### config.mk
export PLATFORM = sky130hd
export DESIGN_NAME = rotary_encoder_with_switch_top
export DESIGN_NICKNAME = d
export VERILOG_FILES = /design/src/rtl/rotenc_pkg.sv /design/src/rtl/rotary_encoder_with_switch_top.sv /design/src/rtl/rotenc_cfg.sv /design/src/rtl/rotenc_quad.sv /design/src/rtl/rotenc_switch.sv
export SDC_FILE = /design/constraint.sdc
export NUM_CORES = 1
export LEC_CHECK = 0
export ABC_CLOCK_PERIOD_IN_PS = 9700
export CORE_UTILIZATION = 41
export CTS_BUF_LIST = sky130_fd_sc_hd__clkbuf_2 sky130_fd_sc_hd__clkbuf_4 sky130_fd_sc_hd__clkbuf_8
export DETAILED_ROUTE_END_ITERATION = 16
export DONT_BUFFER_PORTS = 1
export PLACE_DENSITY = 0.57
export SLEW_MARGIN = 20
export SYNTH_ARGS = -nofsm -noshare
export SYNTH_HDL_FRONTEND = slang
export SYNTH_SLANG_ARGS = --single-unit
### constraint.sdc
create_clock -name clk -period 9.7 [get_ports clk]
set_input_delay 0.97 -clock clk [delete_from_list [all_inputs] [get_ports clk]]
set_output_delay 0.97 -clock clk [all_outputs]
set_load 0.01 [all_outputs]
### src/rtl/rotenc_pkg.sv
`timescale 1ns / 1ps

package rotenc_pkg;

    localparam int COUNT_WIDTH = 8;
    localparam int TURNS_W     = 8;
    localparam int CFG_IDX_W   = 2;
    localparam int CFG_DATA_W  = 8;
    localparam int SPD_W       = 4;
    localparam int DEB_W       = 8;
    localparam int ACC_W       = 5;

    typedef enum logic [CFG_IDX_W-1:0] {
        REG_STEPS_PER_DETENT   = 2'd0,
        REG_DEBOUNCE_TICKS     = 2'd1,
        REG_SWITCH_ACTIVE_HIGH = 2'd2
    } cfg_reg_t;

    typedef struct packed {
        logic [SPD_W-1:0] steps_per_detent;
        logic [DEB_W-1:0] debounce_ticks;
        logic             switch_active_high;
    } cfg_t;

    localparam logic [SPD_W-1:0] STEPS_RESET    = 4'd4;
    localparam logic [DEB_W-1:0] DEBOUNCE_RESET = 8'd20;
    localparam logic [1:0]       AB_IDLE        = 2'b11;

    // index is {previous ab, current ab}
    localparam logic signed [1:0] GRAY_STEP [16] = '{
         2'sd0, -2'sd1,  2'sd1,  2'sd0,
         2'sd1,  2'sd0,  2'sd0, -2'sd1,
        -2'sd1,  2'sd0,  2'sd0,  2'sd1,
         2'sd0,  2'sd1, -2'sd1,  2'sd0
    };

endpackage

### src/rtl/rotary_encoder_with_switch_top.sv
`timescale 1ns / 1ps

// Quadrature encoder and push-switch front end. One input word is one sample tick of the
// A/B pins and the raw switch, and each word yields exactly one result word. A word passes
// through an input register and then an output register before its result is presented;
// a new word can be taken every cycle while results are taken as they come, and while a
// result waits at the output one further word is held in the input register. The rate is
// set by the combinational decode and debounce update of the running state. Turn count
// and press latch are cleared after being reported when clear_turns and take_press are
// set. Configuration is taken every cycle and must only be written while the block is
// idle.
module rotary_encoder_with_switch_top (
    input  logic                                 clk,
    input  logic                                 rst_n,
    input  logic                                 in_valid,
    output logic                                 in_ready,
    input  logic                                 pin_a,
    input  logic                                 pin_b,
    input  logic                                 switch_pin,
    input  logic                                 clear_turns,
    input  logic                                 take_press,
    output logic                                 out_valid,
    input  logic                                 out_ready,
    output logic signed [rotenc_pkg::TURNS_W-1:0] turns_pending,
    output logic                                 press_pending,
    output logic                                 switch_level,
    input  logic                                 cfg_valid,
    output logic                                 cfg_ready,
    input  logic [rotenc_pkg::CFG_IDX_W-1:0]     cfg_index,
    input  logic [rotenc_pkg::CFG_DATA_W-1:0]    cfg_data
);
    import rotenc_pkg::*;

    cfg_t               cfg;
    logic               s1_valid_reg;
    logic               a_reg;
    logic               b_reg;
    logic               sw_reg;
    logic               take_t_reg;
    logic               take_p_reg;
    logic               out_valid_reg;
    logic [TURNS_W-1:0] turns_reg;
    logic               press_reg;
    logic               level_reg;
    logic               out_free;
    logic               advance;
    logic [TURNS_W-1:0] turns_w;
    logic               press_w;
    logic               level_w;

    assign out_free = !out_valid_reg || out_ready;
    assign advance  = s1_valid_reg && out_free;
    assign in_ready = !s1_valid_reg || out_free;

    rotenc_cfg u_cfg (
        .clk       (clk),
        .rst_n     (rst_n),
        .cfg_valid (cfg_valid),
        .cfg_ready (cfg_ready),
        .cfg_index (cfg_index),
        .cfg_data  (cfg_data),
        .cfg       (cfg)
    );

    rotenc_quad u_quad (
        .clk         (clk),
        .rst_n       (rst_n),
        .advance     (advance),
        .pin_a       (a_reg),
        .pin_b       (b_reg),
        .clear_turns (take_t_reg),
        .cfg         (cfg),
        .turns       (turns_w)
    );

    rotenc_switch u_switch (
        .clk        (clk),
        .rst_n      (rst_n),
        .advance    (advance),
        .switch_pin (sw_reg),
        .take_press (take_p_reg),
        .cfg        (cfg),
        .press      (press_w),
        .level      (level_w)
    );

    always_ff @(posedge clk or negedge rst_n)
    begin
        if (!rst_n)
        begin
            s1_valid_reg  <= 1'b0;
            out_valid_reg <= 1'b0;
        end
        else
        begin
            if (in_ready)
                s1_valid_reg <= in_valid;
            if (out_free)
                out_valid_reg <= s1_valid_reg;
        end
    end

    always_ff @(posedge clk)
    begin
        if (in_valid && in_ready)
        begin
            a_reg      <= pin_a;
            b_reg      <= pin_b;
            sw_reg     <= switch_pin;
            take_t_reg <= clear_turns;
            take_p_reg <= take_press;
        end
        if (advance)
        begin
            turns_reg <= turns_w;
            press_reg <= press_w;
            level_reg <= level_w;
        end
    end

    assign out_valid     = out_valid_reg;
    assign turns_pending = signed'(turns_reg);
    assign press_pending = press_reg;
    assign switch_level  = level_reg;

endmodule

### src/rtl/rotenc_cfg.sv
`timescale 1ns / 1ps

module rotenc_cfg (
    input  logic                                 clk,
    input  logic                                 rst_n,
    input  logic                                 cfg_valid,
    output logic                                 cfg_ready,
    input  logic [rotenc_pkg::CFG_IDX_W-1:0]     cfg_index,
    input  logic [rotenc_pkg::CFG_DATA_W-1:0]    cfg_data,
    output rotenc_pkg::cfg_t                     cfg
);
    import rotenc_pkg::*;

    cfg_t cfg_reg;
    cfg_t cfg_next;

    assign cfg_ready = 1'b1;
    assign cfg       = cfg_reg;

    always_comb
    begin
        cfg_next = cfg_reg;
        if (cfg_valid)
        begin
            unique case (cfg_reg_t'(cfg_index))
                REG_STEPS_PER_DETENT:   cfg_next.steps_per_detent   = cfg_data[SPD_W-1:0];
                REG_DEBOUNCE_TICKS:     cfg_next.debounce_ticks     = cfg_data[DEB_W-1:0];
                REG_SWITCH_ACTIVE_HIGH: cfg_next.switch_active_high = cfg_data[0];
                default:                cfg_next = cfg_reg;
            endcase
        end
    end

    always_ff @(posedge clk or negedge rst_n)
    begin
        if (!rst_n)
        begin
            cfg_reg.steps_per_detent   <= STEPS_RESET;
            cfg_reg.debounce_ticks     <= DEBOUNCE_RESET;
            cfg_reg.switch_active_high <= 1'b0;
        end
        else
        begin
            cfg_reg <= cfg_next;
        end
    end

endmodule

### src/rtl/rotenc_quad.sv
`timescale 1ns / 1ps

module rotenc_quad (
    input  logic                              clk,
    input  logic                              rst_n,
    input  logic                              advance,
    input  logic                              pin_a,
    input  logic                              pin_b,
    input  logic                              clear_turns,
    input  rotenc_pkg::cfg_t                  cfg,
    output logic [rotenc_pkg::TURNS_W-1:0]    turns
);
    import rotenc_pkg::*;

    localparam logic signed [COUNT_WIDTH-1:0] CNT_MAX = {1'b0, {(COUNT_WIDTH-1){1'b1}}};
    localparam logic signed [COUNT_WIDTH-1:0] CNT_MIN = {1'b1, {(COUNT_WIDTH-1){1'b0}}};

    logic [1:0]                    prev_ab_reg;
    logic signed [ACC_W-1:0]       acc_reg;
    logic signed [ACC_W-1:0]       acc_next;
    logic signed [ACC_W-1:0]       acc_sum;
    logic signed [ACC_W-1:0]       spd;
    logic signed [COUNT_WIDTH-1:0] count_reg;
    logic signed [COUNT_WIDTH-1:0] count_upd;
    logic signed [COUNT_WIDTH-1:0] count_next;
    logic [1:0]                    ab;

    assign ab = {pin_a, pin_b};

    always_comb
    begin
        // zero steps per detent behaves as one
        if (cfg.steps_per_detent == '0)
            spd = ACC_W'(1);
        else
            spd = signed'(ACC_W'(cfg.steps_per_detent));

        acc_sum   = acc_reg + ACC_W'(GRAY_STEP[{prev_ab_reg, ab}]);
        acc_next  = acc_sum;
        count_upd = count_reg;
        if (acc_sum >= spd)
        begin
            acc_next = acc_sum - spd;
            if (count_reg != CNT_MAX)
                count_upd = count_reg + COUNT_WIDTH'(1);
        end
        else if (acc_sum <= -spd)
        begin
            acc_next = acc_sum + spd;
            if (count_reg != CNT_MIN)
                count_upd = count_reg - COUNT_WIDTH'(1);
        end

        count_next = clear_turns ? '0 : count_upd;
    end

    assign turns = TURNS_W'(count_upd);

    always_ff @(posedge clk or negedge rst_n)
    begin
        if (!rst_n)
        begin
            prev_ab_reg <= AB_IDLE;
            acc_reg     <= '0;
            count_reg   <= '0;
        end
        else if (advance)
        begin
            prev_ab_reg <= ab;
            acc_reg     <= acc_next;
            count_reg   <= count_next;
        end
    end

endmodule

### src/rtl/rotenc_switch.sv
`timescale 1ns / 1ps

module rotenc_switch (
    input  logic             clk,
    input  logic             rst_n,
    input  logic             advance,
    input  logic             switch_pin,
    input  logic             take_press,
    input  rotenc_pkg::cfg_t cfg,
    output logic             press,
    output logic             level
);
    import rotenc_pkg::*;

    logic             cand_reg;
    logic             cand_next;
    logic             stable_reg;
    logic             stable_next;
    logic [DEB_W-1:0] elapsed_reg;
    logic [DEB_W-1:0] elapsed_next;
    logic             press_reg;
    logic             press_upd;
    logic             raw;

    always_comb
    begin
        raw          = cfg.switch_active_high ? switch_pin : ~switch_pin;
        cand_next    = cand_reg;
        elapsed_next = elapsed_reg;
        if (raw != cand_reg)
        begin
            cand_next    = raw;
            elapsed_next = '0;
        end
        else if (elapsed_reg != '1)
        begin
            elapsed_next = elapsed_reg + DEB_W'(1);
        end

        stable_next = stable_reg;
        press_upd   = press_reg;
        if (cand_next != stable_reg && elapsed_next >= cfg.debounce_ticks)
        begin
            // released-to-pressed edge latches a press
            if (!stable_reg && cand_next)
                press_upd = 1'b1;
            stable_next = cand_next;
        end
    end

    assign press = press_upd;
    assign level = stable_next;

    always_ff @(posedge clk or negedge rst_n)
    begin
        if (!rst_n)
        begin
            cand_reg    <= 1'b0;
            stable_reg  <= 1'b0;
            elapsed_reg <= '0;
            press_reg   <= 1'b0;
        end
        else if (advance)
        begin
            cand_reg    <= cand_next;
            stable_reg  <= stable_next;
            elapsed_reg <= elapsed_next;
            press_reg   <= press_upd & ~take_press;
        end
    end

endmodule

=== Word level (Yosys, flattened, before mapping) ===
Memories as Yosys holds them, arrays and structs flattened.
Cells that the tools add are included.

* Bitwise logic cells: 4
* Magnitude comparators: 4
* Reductions and logical operators: 14
* Add/sub/neg operators: 7
* Mux-type cells: 17
* Equality and inequality tests: 7

{| class="wikitable"
|+ Operators with widths
! kind !! count
|-
| $mux W8 || 7
|-
| $ne A8 B8 Y1 const B || 3
|-
| $mux W5 || 2
|-
| $add A8 B1 Y8 const B || 1
|-
| $add A8 B2 Y8 const B || 1
|-
| $ge A8 B8 Y1 || 1
|-
| $sub A8 B2 Y8 const B || 1
|-
| $reduce_and A2 Y1 || 3
|-
| $add A5 B2 Y5 || 1
|-
| $add A5 B5 Y5 || 1
|-
| $ge A5 B5 Y1 || 1
|-
| $ge A5 B5 Y1 const B || 1
|-
| $le A5 B5 Y1 || 1
|-
| $mux W1 || 5
|-
| $neg A4 Y5 || 1
|-
| $not A4 Y5 || 1
|-
| $sub A5 B5 Y5 || 1
|-
| $logic_and A1 B1 Y1 || 4
|-
| $logic_not A4 Y1 || 1
|-
| $mux W2 || 2
|-
| $mux W4 || 1
|-
| $logic_not A1 Y1 || 3
|-
| $eq A2 B1 Y1 const B || 1
|-
| $eq A2 B2 Y1 const B || 1
|-
| 5 further kinds || 8
|}

* Output and inout bits: 13
* Word-level logic and storage cells: 74
* Register bits after elaboration: 56
* Memory bits (read-only): 32
* Memories kept: 1

{| class="wikitable"
|+ Memories
! name !! words !! width !! rd ports !! clocked after Yosys merged registers in !! wr ports !! RTL line !! text
|-
| (no name shown) || 16 || 2 || 1 || 0 || 0 || rotenc_quad.sv:38 || <nowiki>acc_sum = acc_reg + ACC_W'(GRAY_STEP[{prev_ab_reg, ab}]);</nowiki>
|}

=== Depth between registers and ports, before layout ===
Gate-level depths: netlist (run 1).

* Depth in word-level cells: 9
* Mapped depth: 17
* Depth with buffers taken out: 15

=== Cells and area by module ===
From an unflattened synthesis (run 1), not the netlist that was laid out.

* Cells, all modules: 401
* Area total of the unflattened synthesis: 3986.3 µm²

{| class="wikitable"
|+ Modules (own cells, without submodules)
! module !! area an instance (µm²) !! times used !! cells each !! sequential area each (µm²)
|-
| rotenc_quad || 1939.4 || 1 || 238 || 377.9
|-
| rotenc_switch || 959.7 || 1 || 109 || 275.3
|-
| rotary_encoder_with_switch_top || 554.3 || 1 || 23 || 500.5
|-
| rotenc_cfg || 533.0 || 1 || 31 || 329.1
|}

=== Worst setup path after synthesis (run 1) ===
No wires, ideal clock.

* Path type: register -> register
* Start: register a_reg
* End: register turns_reg[3], in the netlist turns_pending[3] (data pin)
* Setup time: 0.261 ns
* Buffers on the path: 0
* Slack: 5.926 ns
* Stages on the path, launching flop included: 15
* Data arrival time: 3.513 ns
* Cells stage by stage: edfxtp_1 -> ha_1 -> mux4_2 -> ha_1 -> a21o_1 -> a21oi_1 -> xnor2_1 -> ha_1 -> o21ai_0 -> a21oi_1 -> nor2_1 -> nor3_2 -> nand3_2 -> xnor2_1 -> a221o_1

* Longest elaborated chain between the ends: 8
* Elaborated cells between the ends (all ways): 9

{| class="wikitable"
|+ Ends and longest elaborated chain
! item !! RTL line !! text
|-
| from (decl) || rotary_encoder_with_switch_top.sv:36 || <nowiki>logic a_reg;</nowiki>
|-
| from (signal assigned) || rotary_encoder_with_switch_top.sv:107 || <nowiki>a_reg <= pin_a;</nowiki>
|-
| $not A4 Y5 (implied by the code) (*) || rotenc_quad.sv:38 ||
|-
| $mem_v2 Z16 W2 (*) || n/a ||
|-
| $mux W2 (implied by the code) (*) (2 in a row) || rotenc_quad.sv:38 ||
|-
| $add A5 B2 Y5 (*) || rotenc_quad.sv:38 ||
|-
| $le A5 B5 Y1 || rotenc_quad.sv:47 || <nowiki>else if (acc_sum <= -spd)</nowiki>
|-
| $mux W8 || rotenc_quad.sv:47 ||
|-
| $mux W8 (*) || rotenc_quad.sv:41 || <nowiki>if (acc_sum >= spd)</nowiki>
|-
| net turns_w[3] || rotary_encoder_with_switch_top.sv:47 || <nowiki>logic [TURNS_W-1:0] turns_w;</nowiki>
|-
| to (signal assigned) || rotary_encoder_with_switch_top.sv:115 || <nowiki>turns_reg <= turns_w;</nowiki>
|-
| to (decl) || rotary_encoder_with_switch_top.sv:42 || <nowiki>logic [TURNS_W-1:0] turns_reg;</nowiki>
|}

Mark *: on every way through the listed nets, which the timed path passes. The rest lies on a longest branch. The select of a mux whose other input is x is not followed.
A chain may end at the register's enable or synchronous reset.

=== Final worst setup path (run 1) ===
* Start: register a_reg
* End: register turns_reg[4], in the netlist turns_pending[4] (data pin)

Same word-level chain as after synthesis.

==> metrics.txt, run 1 <==
max-slew violations=0; FF-to-FF Start=a_reg; Clk pin slew, worst setup/hold paths=0.11 ns; total track usage=17.8%; FILL cells=roughly 900; setup violators final=0; total nets after synthesis=between 400 and 500; Fmax achieved=around 240 MHz; number of buffers and inverters on the critical path=1; vias in the first global route=2857; Async SR Flop Fraction=approximately three quarters; CP dominant cell by count=ha_1; first-pass GRT wire length=13800 um; maximum vdd drop=0.142 mV; Max Root-Sink Buffers=2; initial drt markers=102; clk sinks=56; Die X=99.6 um; CTS tree=yes; H-tree depth=2; Layout Utilization=approximately 44%; initial antenna violation count=0; total grt overflow=0; share of layout cells above drive strength 1=8.82%; post-DP HPWL=6190 um; Layout Skew=0.00740 ns; relative slew slack=~41%; Post-Syn Instances=420; vias per cell=between 5 and 6; hold crit path type=primary input to async pin; Final GP Congestion=about 0.86; Setup crit start kind=register; Mean Syn Cell Area=between 9 and 10 um2; final instance area=0.00408 mm2; synth top area cells=dfrtp_1, edfxtp_1, ha_1, nand2_1, mux2_2; critical path's top delay family=compound AO/OA/AOI/OAI gates; delay of the slowest cell on the worst path=0.54 ns; most common cell in the netlist=nand2_1; Routed WL=8400 um; RR Endpoint=turns_pending[4]; drt drc=0; insertion delay to the later sink of the worst-skew pair=0.32 ns; final hold slack=0.322 ns; final hold viol count=0; Final min period=4.24 ns; mapped cell area=0.00391 mm2; Yosys warnings=0; post-route setup TNS=0 ns; Pleak=0.00180 uW; post-synthesis to final-layout area growth=4.32%; r2r setup slk=5.46 ns; antenna viol nets, final=0; CTS root buf=clkbuf_8; status=finished clean; FF-to-FF path depth=14; Synth top area share=between 20% and 30%; Nets=463; predominant post-synthesis flop cell=dfrtp_1; Die Area=0.00993 mm2; input/output buffers=0; cts hold-fix bufs=0; placed insts=around 530; sequential area share after synthesis=between 30 and 40%; crit-path cells=inv_1, ha_1, mux4_2, ha_1, a21o_1, a21oi_1, xnor2_1, ha_1, and4b_1, a211oi_1, o21ai_2, nand3_1, mux2i_1, a21oi_1; Crit-path slowest cell=mux4_2; CTS Buf Count=5; number of diodes=0; Synth Register Bits=56; die height=approximately 100 um; largest net degree at the start of global routing=42; Synth area leader=dfrtp_1; Worst Path Required=9.76 ns; TritonRoute pass-1 iters=4; RSZ-0062 raised after global routing=false; wire per inst=15.6 um; post-synthesis cell type count=63; post_cts resized=0; row count=35; max cap viols=0; crit end category=register; top cells by count, synth=nand2_1, dfrtp_1, ha_1, inv_1, nor2_1; crit path DAT=~4.3 ns; Placement Cell Area=0.00399 mm2; Largest register FFs=13; Worst-Margin Slew=0.885 ns; critical path class=register to register; final period utilization=between 40% and 50%; Cell Pwr Density=about 360 mW/mm2; via count=around 2900; fin cells=537; Initial Util=approximately 42%; num ports=33; Core Region=0.00924 mm2; critical-path maximum fanout=12; postcts setup bufs=0; Post-synth EDFFs=15
==> cell type report <==
class	count	area, um2	area share [%]
repair buffers	1	7.51	0.184
multi-input cells	311	2210	54.3
clock inverters	2	15.0	0.368
well taps	129	161	3.96
clock buffers	6	76.3	1.87
flip-flops and latches	56	1480	36.4
inverters	32	120	2.95
==> cells in the final DEF (no fill, tap or decap), types with 2 or more instances in the layout <==
master      n
a211oi_1    6
fa_1        3
a41o_1      2
a31oi_1     3
dfrtp_1    36
dfstp_2     5
nor3_2      2
clkbuf_8    5
nor4_1      6
nor2b_1     3
nand3_1    10
o21ai_0    22
xnor2_1    10
inv_1      31
and3_1      4
xor2_1      8
nor3b_1     4
mux2_2     12
or2_2       2
edfxtp_1   15
o22ai_1     3
nand4_1     4
o21ai_1     3
nor3_1     10
a21o_1      6
nand3b_1    3
nand2_1    49
xnor3_1     2
a21oi_1    20
o2bb2ai_1   2
nor2_1     29
and2_1      3
ha_1       33
o31ai_1     4
o211ai_1    4
mux2i_1     8
o31a_1      2
nand2b_1    9
==> worst max path at each step <==
stage | start | endpoint | slack (ns) | cells past startpoint
final | a_reg | turns_pending[4] | 5.46 | 14
after global placement | a_reg | turns_pending[4] | 5.60 | 14
after detailed placement | a_reg | turns_pending[3] | 5.49 | 15
after CTS | a_reg | turns_pending[4] | 5.47 | 14
after floorplan | a_reg | turns_pending[3] | 5.93 | 14
after global routing | a_reg | turns_pending[3] | 5.07 | 15
==> through the flow <==
| step | setup WS [ns] | total power [uW] |
|---|---|---|
| after global routing | 5.07 | 1610 |
| final | 5.46 | 1470 |
| after detailed placement | 5.49 | 1330 |
| after CTS | 5.47 | 1470 |
| after global placement | 5.60 | 1310 |
| after floorplan | 5.93 | 1150 |
==> metal layers <==
layer	vias up	share of wire [%]	global-route usage (%)
li1	1457	-	-
met1	1403	51	24.4
met2	59	45	29.0
met3	5	3.7	3.30
met4	0	0.68	4.41
met5	-	0	0
==> power by group <==
part | switching (uW) | internal (uW) | total, uW
clock | 86.1 | 55.3 | 141
sequential | 85.6 | 330 | 416
combinational | 534 | 382 | 916
==> kinds of logic (layout without fill, tap and decap cells) <==
family	count (synthesis)	count (layout)	share of synthesized area (%)
compound gates	93	93	15.8
xor+xnor	20	20	5.19
fa+ha+maj	36	36	12.1
buf+inv	53	41	5.41
flops	56	56	37.9
mux	21	21	6.08
other cells	1	1	0.0959
simple gates	140	140	17.4
(Power assumes the default switching activity.)
==> run 2: changes to the inputs <==
--- a/config.mk
+++ b/config.mk
@@ -5,7 +5,7 @@
 export SDC_FILE = /design/constraint.sdc
 export NUM_CORES = 1
 export LEC_CHECK = 0
-export ABC_CLOCK_PERIOD_IN_PS = 9700
+export ABC_CLOCK_PERIOD_IN_PS = 4050
 export CORE_UTILIZATION = 41
 export CTS_BUF_LIST = sky130_fd_sc_hd__clkbuf_2 sky130_fd_sc_hd__clkbuf_4 sky130_fd_sc_hd__clkbuf_8
 export DETAILED_ROUTE_END_ITERATION = 16
==> constraint.sdc (replaced) <==
create_clock -name clk -period 4.05 [get_ports clk]
set_input_delay 0.405 -clock clk [delete_from_list [all_inputs] [get_ports clk]]
set_output_delay 0.405 -clock clk [all_outputs]
set_load 0.01 [all_outputs]
==> run 2 against run 1 <==
  * Power rose to 2.6 times the previous value
  * Non-clock buffer count is 14 higher
  * Final cell count up 2.6%
  * Clock skew is 0.00078 ns lower
  * Die area unchanged
  * Global-route usage shrank 0.15 points
  * Via count increased by 1.4%
  * Critical path depth up 1
  * Clock power increased by 140%
  * Sequential cell count is the same
  * First-iteration DRC count increased by 22%
  * Worst setup slack worse by 5.3 ns
  * Critical path type unchanged
  * Highest routed layer unchanged
==> metrics.txt, run 2 (same netlist as run 1, synthesis figures left out) <==
status=finished clean (unchanged); first-pass GRT wire length=13700 um (was 13800 um); total track usage=17.6% (was 17.8%); TritonRoute pass-1 iters=4 (unchanged); largest net degree at the start of global routing=42 (unchanged); Fmax achieved=255 MHz (was 236 MHz); Setup WS post-layout=0.128 ns (was 5.46 ns); num ports=33 (unchanged); row count=35 (unchanged); final hold viol count=0 (unchanged); drt drc=0 (unchanged); via count=2966 (was 2924); FILL cells=869 (was 903); Setup crit start kind=register (unchanged); net switching power=1750 uW (was 706 uW); Worst Path Required=4.13 ns (was 9.76 ns); input/output buffers=0 (unchanged); Cell Int Power=2050 uW (was 768 uW); CTS root buf=clkbuf_8 (unchanged); r2r setup slk=0.13 ns (was 5.46 ns); GR Util met1=25.4% (was 24.4%); FF-to-FF Start=a_reg (unchanged); Core Region=0.00924 mm2 (unchanged); Max Root-Sink Buffers=2 (unchanged); clk sinks=56 (unchanged); Layout Utilization=46.3% (was 44.1%); RR Endpoint=turns_pending[3] (was turns_pending[4]); clock share of power=8.8% (was 9.6%); Die X=99.6 um (unchanged); register area=0.00148 mm2 (unchanged); antenna viol nets, final=0 (unchanged); initial antenna violation count=0 (unchanged); fin cells=551 (was 537); post-synthesis to final-layout area growth=9.38% (was 4.32%); met2 usage=26.9% (was 29.0%); power share of the sequential group=26.0% (was 28.2%); most common cell after layout, fill and taps aside=nand2_1 (unchanged); Setup Slack @ Placement=0.0223 ns (was 5.49 ns); Comb pwr share=65.2% (was 62.2%); CTS Buf Count=5 (unchanged); die height=99.6 um (unchanged); share of layout cells above drive strength 1=14.0% (was 8.82%); Die Area=0.00993 mm2 (unchanged); CTS tree=yes (unchanged); end of the worst hold path=take_t_reg; relative slew slack=36.1% (was 40.8%); wire per inst=15.3 um (was 15.6 um); H-tree depth=2 (unchanged); Final min period=3.92 ns (was 4.24 ns); Worst-Margin Slew=0.958 ns (was 0.885 ns); GRT busiest layer=met2 (unchanged); final period utilization=96.8% (was 43.7%); Clk pin slew, worst setup/hold paths=0.11 ns (about the same); number of diodes=0 (unchanged); Final GP Congestion=0.915 (was 0.859); hold crit path type=primary input to register (was primary input to async pin); max-slew violations=0 (unchanged); insertion delay to the later sink of the worst-skew pair=0.32 ns (about the same); Placement Cell Area=0.00406 mm2 (was 0.00399 mm2); maximum vdd drop=0.400 mV (was 0.142 mV); Min-Delay Path Depth=0; FF-to-FF path depth=15 (was 14); Hold Startpoint=clear_turns; Largest register FFs=13 (unchanged); Routed WL=8410 um (was 8400 um); most frequent cells in the layout=nand2_1, dfrtp_1, inv_1, ha_1, nor2_1 (was nand2_1, dfrtp_1, ha_1, inv_1, nor2_1); vias in the first global route=2726 (was 2857); crit end category=register (unchanged); post-DP HPWL=6130 um (was 6190 um); final instance area=0.00428 mm2 (was 0.00408 mm2); Multi-input gate area=0.00228 mm2 (was 0.00221 mm2); initial drt markers=124 (was 102); crit path DAT=4.00 ns (was 4.30 ns); Cell Pwr Density=890 mW/mm2 (was 361 mW/mm2); critical path class=register to register (unchanged); Nets=477 (was 463); critical-path maximum fanout=5 (was 12); vias per cell=5.38 (was 5.45); Layout Skew=0.00662 ns (was 0.00740 ns); placed insts=539 (was 529); grt met3 use=3.02% (was 3.30%); total grt overflow=0 (unchanged); max cap viols=0 (unchanged); Switching Share=46.0% (was 47.9%); Initial Util=42.3% (unchanged); setup violators final=0 (unchanged); Pleak=0.00189 uW (was 0.00180 uW)
-- run 2: cell types whose count changed in the layout (fill, tap and decap cells not counted), moves of 2 or more --
cell	change
a21oi_1	-2
a21oi_2	+2
buf_4	+12
ha_1	-2
ha_4	+2
-- run 2: layout make-up --
class,count,area share (%)
Multi-Input combinational cell,311,53.4
Sequential cell,56,34.7
Tap cell,129,3.78
Timing Repair Buffer,15,3.16
Inverter,32,2.81
Clock buffer,6,1.79
Clock inverter,2,0.410
-- run 2: through the flow --
step / hold slack, ns / TNS [ns] / total power, uW
after CTS: 0.161 / 0 / 3670
after global routing: 0.148 / -0.0642 / 4150
after detailed placement: 0.112 / 0 / 3300
final: 0.172 / 0 / 3810
after floorplan: 0.109 / 0 / 2750
after global placement: 0.112 / 0 / 3290
-- run 2: timing repair --
| action | 4_1_cts | 5_1_grt |
|---|---|---|
| hold buffers | 2 | 0 |
| setup buffers | 0 | 2 |
| pin swaps | 0 | 4 |
| endpoints found under the hold margin | 41 | 0 |
| resized for setup | 1 | 11 |
| gates cloned | 0 | 0 |
| setup endpoints to repair | 1 | 19 |
-- run 2: power groups by stage --
stage | Combinational (uW) | Sequential [uW] | Clock (uW)
2_1_floorplan | 1860 | 894 | 0
3_3_place_gp | 2290 | 997 | 0
3_5_place_dp | 2310 | 996 | 0
4_1_cts | 2330 | 986 | 348
5_1_grt | 2770 | 1010 | 367
6_report | 2480 | 988 | 336
-- run 2: worst max-delay path by stage --
stage / from / to / slack [ns] / cells past startpoint
6_report: a_reg / turns_pending[3] / 0.13 / 15
5_1_grt: a_reg / turns_pending[3] / -0.04 / 15
4_1_cts: a_reg / turns_pending[3] / 0.002 / 15
3_5_place_dp: a_reg / turns_pending[3] / 0.02 / 15
3_3_place_gp: a_reg / turns_pending[3] / 0.10 / 15
2_1_floorplan: a_reg / turns_pending[3] / 0.28 / 14
-- run 2: metal layers --
| metal | wire [um] | share of wire (%) |
|---|---|---|
| met2 | 3770 | 45 |
| met3 | 279 | 3.3 |
| met1 | 4260 | 51 |
| met4 | 108 | 1.3 |
| met5 | 0 | 0 |
-- run 2: critical path, stage by stage, from the launching register on --
cell and delay, ns:
edfxtp_1 0.40, inv_1 0.08, ha_1 0.20, mux4_2 0.53, ha_1 0.30, a21o_1 0.19, a21oi_2 0.20, xnor2_2 0.16
ha_4 0.32, and4b_1 0.25, and2_1 0.15, a31oi_2 0.06, o21a_2 0.29, nor2_2 0.19, nor3b_1 0.07, a221o_1 0.27
==> run 3: changes to the inputs <==
--- a/config.mk
+++ b/config.mk
@@ -5,6 +5,7 @@
 export SDC_FILE = /design/constraint.sdc
 export NUM_CORES = 1
 export LEC_CHECK = 0
+export ABC_AREA = 1
 export ABC_CLOCK_PERIOD_IN_PS = 4050
 export CORE_UTILIZATION = 41
 export CTS_BUF_LIST = sky130_fd_sc_hd__clkbuf_2 sky130_fd_sc_hd__clkbuf_4 sky130_fd_sc_hd__clkbuf_8
==> run 3 against run 2 <==
  * Sequential cell count unchanged
  * Fmax increased by 5.8%
  * Via count increased by 11%
  * Largest power group unchanged
  * Die area increased by 5.9%
  * Core utilization decreased by 1.8 points
==> metrics.txt, run 3 <==
number of buffers and inverters on the critical path=4 (was 1); initial antenna violation count=0 (unchanged); Final GP Congestion=0.883 (was 0.915); die height=103 um (was 99.6 um); via count=3287 (was 2966); crit end category=register (unchanged); crit-path cells=inv_1, ha_1, xnor2_1, xor2_1, inv_1, ha_1, inv_1, fa_1, xnor2_2, ha_1, nand2_1, inv_1, nand3_1, nand2_1, nand2_1, nand3_4, nand3_1, nand2_1, nand2_2, nand2_2 (was inv_1, ha_1, mux4_2, ha_1, a21o_1, a21oi_2, xnor2_2, ha_4, and4b_1, and2_1, a31oi_2, o21a_2, nor2_2, nor3b_1, a221o_1); Worst Path Required=4.12 ns (was 4.13 ns); RR Endpoint=turns_pending[4] (was turns_pending[3]); input/output buffers=0 (unchanged); Synth Area in Adders=11.4% (was 12.1%); critical-path maximum fanout=11 (was 5); maximum vdd drop=0.448 mV (was 0.400 mV); Min-Delay Path Depth=0 (unchanged); post-DP HPWL=6430 um (was 6130 um); Nets=575 (was 477); drt drc=0 (unchanged); multiplexer share of the synthesized area=0% (was 6.08%); first-pass GRT wire length=14800 um (was 13700 um); delay of the slowest cell on the worst path=0.44 ns (was 0.53 ns); Cell Pwr Density=893 mW/mm2 (was 890 mW/mm2); Hold Startpoint=switch_pin (was clear_turns); max cap viols=0 (unchanged); wire per inst=13.4 um (was 15.3 um); most common cell in the netlist=nand2_1 (unchanged); Pleak=0.00219 uW (was 0.00189 uW); Setup crit start kind=register (unchanged); CTS Buf Count=5 (unchanged); end of the worst hold path=sw_reg (was take_t_reg); Core Region=0.00977 mm2 (was 0.00924 mm2); relative slew slack=29.3% (was 36.1%); Synth area leader=dfrtp_1 (unchanged); Post-synth EDFFs=15 (unchanged); Die X=103 um (was 99.6 um); Max Root-Sink Buffers=2 (unchanged); Clk pin slew, worst setup/hold paths=0.11 ns (about the same); total track usage=18.0% (was 17.6%); vias in the first global route=3096 (was 2726); FF-to-FF path depth=20 (was 15); setup violators final=0 (unchanged); synth top area cells=dfrtp_1, nand2_1, edfxtp_1, ha_1, inv_1 (was dfrtp_1, edfxtp_1, ha_1, nand2_1, mux2_2); insertion delay to the later sink of the worst-skew pair=0.31 ns (was 0.32 ns); Crit-path slowest cell=edfxtp_1 (was mux4_2); post-synthesis cell type count=46 (was 63); total nets after synthesis=582 (was 476); post-synthesis compound-gate area fraction=8.91% (was 15.8%); largest family of logic cells by synthesized area=simple AND/OR/NAND/NOR gates (unchanged); synthesized-area fraction occupied by xor and xnor cells=4.20% (was 5.19%); mapped cell area=0.00414 mm2 (was 0.00391 mm2); Async SR Flop Fraction=73.2% (unchanged); Synth top area share=21.7% (was 23.0%); final period utilization=91.5% (was 96.8%); r2r setup slk=0.34 ns (was 0.13 ns); TritonRoute pass-1 iters=4 (unchanged); hold crit path type=primary input to register (unchanged); number of diodes=0 (unchanged); initial drt markers=156 (was 124); Mean Syn Cell Area=7.88 um2 (was 9.31 um2); Layout Skew=0.0112 ns (was 0.00662 ns); predominant post-synthesis flop cell=dfrtp_1 (unchanged); Final min period=3.71 ns (was 3.92 ns); Die Area=0.0105 mm2 (was 0.00993 mm2); CTS tree=yes (unchanged); most frequent cells in the layout=nand2_1, inv_1, nand3_1, dfrtp_1, ha_1 (was nand2_1, dfrtp_1, inv_1, ha_1, nor2_1); Synth Register Bits=56 (unchanged); Routed WL=8780 um (was 8410 um); CTS root buf=clkbuf_8 (unchanged); Fmax achieved=270 MHz (was 255 MHz); FILL cells=1022 (was 869); num ports=33 (unchanged); Initial Util=42.4% (was 42.3%); crit path DAT=3.78 ns (was 4.00 ns); critical path's top delay family=adder cells (was compound AO/OA/AOI/OAI gates); post-route setup TNS=0 ns (unchanged); sequential area share after synthesis=35.8% (was 37.9%); total grt overflow=0 (unchanged); simple logic cell fraction of the synthesized area=29.6% (was 17.4%); share of layout cells above drive strength 1=13.7% (was 14.0%); vias per cell=5.03 (was 5.38); largest net degree at the start of global routing=42 (unchanged); row count=36 (was 35); Largest register FFs=13 (unchanged); most common cell after layout, fill and taps aside=nand2_1 (unchanged); RSZ-0062 raised after global routing=false; critical path class=register to register (unchanged); Post-Syn Instances=526 (was 420); Yosys warnings=0 (unchanged); Setup WS post-layout=0.342 ns (was 0.128 ns); final hold viol count=0 (unchanged); top cells by count, synth=nand2_1, inv_1, nand3_1, dfrtp_1, ha_1 (was nand2_1, dfrtp_1, ha_1, inv_1, nor2_1); FF-to-FF Start=a_reg (unchanged); postcts setup bufs=0 (unchanged); clk sinks=56 (unchanged); max-slew violations=0 (unchanged); antenna viol nets, final=0 (unchanged); Worst-Margin Slew=1.05 ns (was 0.958 ns); status=finished clean (unchanged); H-tree depth=2 (unchanged); Setup Slack @ Placement=0.270 ns (was 0.0223 ns); post-synthesis to final-layout area growth=4.86% (was 9.38%)
==> run 3: area by class of cell <==
class / instances / area, um2 / share of cell area, %
inverters: 77 / 297 / 6.82
well taps: 133 / 166 / 3.83
repair buffers: 4 / 52.6 / 1.21
flip-flops and latches: 56 / 1480 / 34.1
clock buffers: 5 / 68.8 / 1.58
clock inverters: 3 / 26.3 / 0.605
multi-input cells: 375 / 2250 / 51.8
==> run 3: per-layer routing <==
layer / track usage [%] / vias up / part of all wire [%]
li1: - / 1668 / -
met1: 25.2 / 1548 / 50
met2: 28.7 / 63 / 46
met3: 3.05 / 8 / 3.0
met4: 4.62 / 0 / 1.2
met5: 0 / - / 0
==> run 3: worst max-delay path by stage <==
stage                     start                  end  slack [ns]  cells after the start
after floorplan           a_reg     turns_pending[6]        0.71                     19
after global placement    a_reg     turns_pending[5]        0.38                     18
after detailed placement  a_reg     turns_pending[4]        0.27                     20
after CTS                 a_reg     turns_pending[4]        0.26                     20
after global routing      a_reg  u_quad.count_reg[0]        0.02                     23
final                     a_reg     turns_pending[4]        0.34                     20
==> run 3: where the power goes <==
| group | internal [uW] | switching (uW) | total [uW] |
|---|---|---|---|
| Combinational | 918 | 1680 | 2600 |
| Sequential | 793 | 159 | 953 |
| Clock | 128 | 202 | 330 |
==> run 3: cells by family after synthesis <==
logic type      after synthesis
simple gates                255
buf+inv                      95
compound gates               64
flops                        56
fa+ha+maj                    36
xor+xnor                     19
other cells                   1
==> run 3: timing repair <==
item | CTS | global route
endpoints found under the hold margin | 41 | 0
hold buffers | 2 | 0
gates resized for setup | 0 | 1
endpoints found under the setup margin | 0 | 18
==> run 3: stage by stage <==
stage	total power [uW]	std cells	utilization, %	cell area [um2]	hold WS, ns
2_1_floorplan	3100	526	-	4140	0.109
3_3_place_gp	3500	643	43.0	4210	0.111
3_5_place_dp	3530	643	43.0	4210	0.111
4_1_cts	3890	653	44.4	4340	0.171
5_1_grt	4350	653	44.5	4350	0.154
6_report	3880	653	44.5	4350	0.183
